===== src/rtl/blake3_stream_hasher_top_assert.svh =====
// Assertion macros shared by the hasher RTL
`ifndef BLAKE3_STREAM_HASHER_TOP_ASSERT_SVH
`define BLAKE3_STREAM_HASHER_TOP_ASSERT_SVH
// condition must hold at every clock edge outside reset
`define B3SH_ASSERT_ALWAYS(lbl, cond, msg) \
  lbl: assert property (@(posedge clk_i) disable iff (!rst_ni) (cond)) else $error(msg);
// antecedent in a cycle implies consequent in the same cycle
`define B3SH_ASSERT_IMPLY(lbl, ante, cons, msg) \
  lbl: assert property (@(posedge clk_i) disable iff (!rst_ni) (ante) |-> (cons)) else $error(msg);
`endif


===== src/rtl/b3sh_pkg.sv =====
// Types, constants and mixing function of the BLAKE3 stream hasher
`default_nettype none
package b3sh_pkg;

  typedef struct packed {
    logic [63:0] word;
    logic [3:0]  nbytes;
    logic        last;
  } b3sh_item_t;

  typedef enum logic [3:0] {
    S_IDLE,
    S_FILL,
    S_BLK_WAIT,
    S_CHUNK_WAIT,
    S_MERGE_CHK,
    S_MERGE_RD,
    S_MERGE_WAIT,
    S_FIN_CHK,
    S_FIN_WAIT,
    S_ROOT_WAIT,
    S_OUT
  } b3sh_state_e;

  localparam logic [3:0] FLAG_CHUNK_START = 4'd1;
  localparam logic [3:0] FLAG_CHUNK_END   = 4'd2;
  localparam logic [3:0] FLAG_PARENT      = 4'd4;
  localparam logic [3:0] FLAG_ROOT        = 4'd8;

  localparam logic [6:0] BLOCK_BYTES = 7'd64;
  localparam logic [4:0] LAST_BLOCK  = 5'd15;
  localparam logic [3:0] LAST_STEP   = 4'd13;

  localparam logic [255:0] IV = {
    32'h5BE0CD19, 32'h1F83D9AB, 32'h9B05688C, 32'h510E527F,
    32'hA54FF53A, 32'h3C6EF372, 32'hBB67AE85, 32'h6A09E667
  };

  localparam int unsigned PERM [16] = '{2, 6, 3, 10, 7, 0, 4, 13, 1, 11, 12, 5, 9, 14, 15, 8};

  // one quarter mix, returns {a, b, c, d}
  function automatic logic [127:0] g_mix(input logic [31:0] a, input logic [31:0] b,
                                         input logic [31:0] c, input logic [31:0] d,
                                         input logic [31:0] x, input logic [31:0] y);
    logic [31:0] a1, b1, c1, d1, t;
    a1 = a + b + x;
    t  = d ^ a1;
    d1 = {t[15:0], t[31:16]};
    c1 = c + d1;
    t  = b ^ c1;
    b1 = {t[11:0], t[31:12]};
    a1 = a1 + b1 + y;
    t  = d1 ^ a1;
    d1 = {t[7:0], t[31:8]};
    c1 = c1 + d1;
    t  = b1 ^ c1;
    b1 = {t[6:0], t[31:7]};
    return {a1, b1, c1, d1};
  endfunction

endpackage
`default_nettype wire


===== src/rtl/b3sh_front.sv =====
// Front end: input beat acceptance, byte count clamp, two-entry queue
`default_nettype none
module b3sh_front (
  input  wire logic                 clk_i,
  input  wire logic                 rst_ni,
  input  wire logic                 in_valid_i,
  output logic                      in_stall_o,
  input  wire logic [63:0]          data_word_i,
  input  wire logic [3:0]           byte_count_i,
  input  wire logic                 last_i,
  output logic                      q_valid_o,
  output b3sh_pkg::b3sh_item_t      q_item_o,
  input  wire logic                 q_pop_i
);
  import b3sh_pkg::*;

  b3sh_item_t ent_q [2];
  b3sh_item_t item;
  logic       wp_q, rp_q, push;
  logic [1:0] cnt_q;

  assign item.word   = data_word_i;
  assign item.nbytes = (byte_count_i > 4'd8) ? 4'd8 : byte_count_i;
  assign item.last   = last_i;

  assign in_stall_o = (cnt_q == 2'd2);
  assign push       = in_valid_i && !in_stall_o;
  assign q_valid_o  = (cnt_q != 2'd0);
  assign q_item_o   = ent_q[rp_q];

  always_ff @(posedge clk_i) begin
    if (push) ent_q[wp_q] <= item;
  end

  always_ff @(posedge clk_i or negedge rst_ni) begin
    if (!rst_ni) begin
      wp_q  <= 1'b0;
      rp_q  <= 1'b0;
      cnt_q <= '0;
    end else begin
      if (push) wp_q <= !wp_q;
      if (q_pop_i) rp_q <= !rp_q;
      cnt_q <= cnt_q + {1'b0, push} - {1'b0, q_pop_i};
    end
  end

endmodule
`default_nettype wire

===== config.mk =====
export PLATFORM = sky130hd
export DESIGN_NAME = b3sh_front
export DESIGN_NICKNAME = d
export VERILOG_FILES = /design/src/rtl/blake3_stream_hasher_top_assert.svh /design/src/rtl/b3sh_pkg.sv /design/src/rtl/b3sh_front.sv
export SDC_FILE = /design/constraint.sdc
export NUM_CORES = 1
export LEC_CHECK = 0
export BUFFER_PORTS_ARGS = -buffer_cell sky130_fd_sc_hd__buf_2
export CORE_MARGIN = 2
export CORE_UTILIZATION = 56
export DETAILED_ROUTE_END_ITERATION = 10
export GPL_ROUTABILITY_DRIVEN = 0
export PLACE_DENSITY = 0.92
export SLEW_MARGIN = 20
export SYNTH_ARGS = -nofsm -noshare
export SYNTH_HDL_FRONTEND = slang
export SYNTH_SLANG_ARGS = --single-unit
export TNS_END_PERCENT = 100

===== constraint.sdc =====
create_clock -name clk_i -period 6.25 [get_ports clk_i]
set_input_delay 0.3125 -clock clk_i [delete_from_list [all_inputs] [get_ports clk_i]]
set_output_delay 0.3125 -clock clk_i [all_outputs]
set_load 0.01 [all_outputs]

==> impl_metrics.json <==
{
  "synth_fp_nets": 312,
  "fmax_mhz": 346,
  "ys_ff_latch": 142,
  "vdd_drop_max_uv": 441,
  "p_clk_share_pct": 28.0,
  "final_cell_mix": "143 x buf_2, 138 x edfxtp_1, 69 x mux2_4",
  "end_kind": "output port",
  "fin_crit_ns": 2.89,
  "final_nets": 533,
  "period_share_pct": 46.2,
  "fin_cells": 606,
  "cts_buffers": 17,
  "ios": 144,
  "netSwitchingPower_w": 0.000945,
  "regArea_um2": 4250,
  "grt_overflow_total": 0,
  "cap_violations": 0,
  "hold_violations": 0,
  "multi_input_area_um2": 1160,
  "grtUsageTotal_pct": 19.6,
  "cts.sinks": 142,
  "syn_inst": 238,
  "wirelength_um": 10400,
  "fp.dieW_um": 104,
  "finalPower_w": 0.00340,
  "totalNegativeSetupSlack_ns": 0,
  "design_area_um2": 7550,
  "clock_tree.htree_level_count": 4,
  "path_class": "register to output port",
  "rsz0062_at_grt": "no",
  "p_comb_share_pct": 30.1,
  "finClkSkew_ns": 0.00799,
  "worstPathArrival_ns": 2.57,
  "hold_path.class": "primary input to register",
  "vias_per_cell": 4.95,
  "critPathLaunchType": "register",
  "syn_area_per_cell_um2": 23.3,
  "dpl.cell_count": 507,
  "fillerInstances": 523,
  "antenna_found_initial": 1,
  "worst_slew_pin_slew_ns": 0.965,
  "finalSetupViolCount": 0,
  "cts_root_buf": "clkbuf_8",
  "cts.clk_slew.worst_paths_ns": 0.06,
  "post-route-drc-count": 0,
  "yosysUniqueCellTypes": 17,
  "first_pass_iters": 4,
  "core_um2": 9680,
  "swShare_pct": 27.8,
  "syn-cell-area_um2": 5560,
  "reg2reg_slack_ns": 4.25,
  "yosys_warnings": 0,
  "drtIter0Drc": 113,
  "rows": 36,
  "grt_max_degree": 70,
  "cts_tree": "yes",
  "min_to": "ent_q[0][12]$_DFFE_PP_",
  "yosysSeqAreaShare_pct": 76.4,
  "clock_latency_ns": 0.51,
  "critPathRequiredTime_ns": 5.94,
  "power_density_nw_per_um2": 451,
  "slew_headroom_pct": 35.7,
  "dpl_cell_area_um2": 6310,
  "hold_buffers": 65,
  "p_int_w": 0.00245,
  "grt_pass1_vias": 3197,
  "die_h_um": 104,
  "ctsResizeCount": 0,
  "p_seq_share_pct": 41.9,
  "crit-reg2reg-launch": "cnt_q[0]$_DFF_PN0_",
  "cts_setup_buffers": 0,
  "clockBufferDepth": 2,
  "start_util_pct": 57.4,
  "antenna_left": 0,
  "area_growth_pct": 35.8,
  "drive_gt1_share_pct": 51.9,
  "reg2reg_to": "ent_q[0][25]$_DFFE_PP_",
  "die_area_um2": 10700,
  "final_common_cell": "buf_2",
  "worst-r2r-cell-count": 4,
  "whs_path_depth": 1,
  "hpwlAfterDp_um": 5630,
  "portBuffers": 143,
  "startpoint": "rp_q$_DFFE_PN0P_",
  "status": "finished, final reports clean",
  "slew_viol_final": 0,
  "routedWlPerCell_um": 17.1,
  "grt_first_pass_wirelength_um": 15900,
  "hp-start": "data_word_i[7]",
  "critical_path_peak_fanout": 40,
  "hold_ws_ns": 0.0231,
  "power_leakage_nw": 3.07,
  "routed-via-count": 2997
}
## metal layers
metal  GRT usage (%)  wire length [um]  vias up
li1                -                 -     1379
met1            21.5              4020     1485
met2            35.4              5600      117
met3            6.67               585       16
met4            7.14               189        0
met5               0                 0        -
## worst max-delay path by stage
stage / end / depth (start not counted) / slack (ns)
6_report: q_item_o[1] / 3 / 3.36
5_1_grt: q_item_o[6] / 3 / 3.27
4_1_cts: q_item_o[60] / 3 / 3.33
3_5_place_dp: q_item_o[60] / 3 / 3.88
3_3_place_gp: q_item_o[57] / 3 / 3.89
2_1_floorplan: ent_q[0][0]$_DFFE_PP_ / 3 / 2.27
## critical path, stage by stage (launching register included)
cell	delay, ns
dfrtp_4	0.79
buf_4	0.68
mux2_4	0.36
buf_2	0.14
## registers in the layout, summed over array words and instances (netlist names)
register	cells
wp_q	1
ent_q	138
rp_q	1
cnt_q	2
## power by group through the flow
stage | Sequential [W] | Clock (W) | Combinational, W
global placement | 0.00143 | 0 | 0.000973
CTS | 0.00142 | 0.000967 | 0.00103
global route | 0.00145 | 0.00101 | 0.00108
detailed placement | 0.00144 | 0 | 0.000988
finish | 0.00142 | 0.000953 | 0.00102
floorplan | 0.00138 | 0 | 0.000818
## kinds of logic (layout without fill, tap and decap cells)
logic type | Yosys count | in the layout | share of synthesized area (%)
xor+xnor | 4 | 4 | 0.631
fa+ha+maj | 1 | 1 | 0.225
buf+inv | 11 | 245 | 2.93
flops | 142 | 142 | 76.4
mux | 70 | 70 | 18.8
other cells | 0 | 1 | 0
simple gates | 10 | 10 | 0.991
## stage by stage
| stage | utilization (%) | setup slack (ns) |
|---|---|---|
| 5_1_grt | 77.9 | 3.27 |
| 4_1_cts | 77.8 | 3.33 |
| 3_3_place_gp | 65.2 | 3.89 |
| 6_report | 77.9 | 3.36 |
| 3_5_place_dp | 65.2 | 3.88 |
| 2_1_floorplan | - | 2.27 |
## Yosys cell counts (all sizes together)
| cell type | number | share of area (%) |
|---|---|---|
| nor2b | 4 | 0.45 |
| or2 | 1 | 0.11 |
| and3 | 1 | 0.11 |
| dfrtp | 4 | 1.8 |
| clkbuf | 1 | 0.068 |
| buf | 8 | 2.7 |
| edfxtp | 138 | 75 |
| nor2 | 1 | 0.068 |
| mux2i | 1 | 0.18 |
| nand2b | 1 | 0.11 |
| ha | 1 | 0.23 |
| xor2 | 2 | 0.32 |
| inv | 2 | 0.14 |
| nand2 | 2 | 0.14 |
| xnor2 | 2 | 0.32 |
| mux2 | 69 | 19 |
## layout make-up
type / instances / share of cell area (%)
tap: 133 / 2.21
inverter: 2 / 0.0995
clock buffer: 19 / 5.59
clock inverter: 13 / 1.96
antenna: 1 / 0.0332
multi-input combinational: 85 / 15.4
timing repair buffer: 211 / 18.4
sequential: 142 / 56.3
No activity file was read; power rests on OpenSTA's default activity.
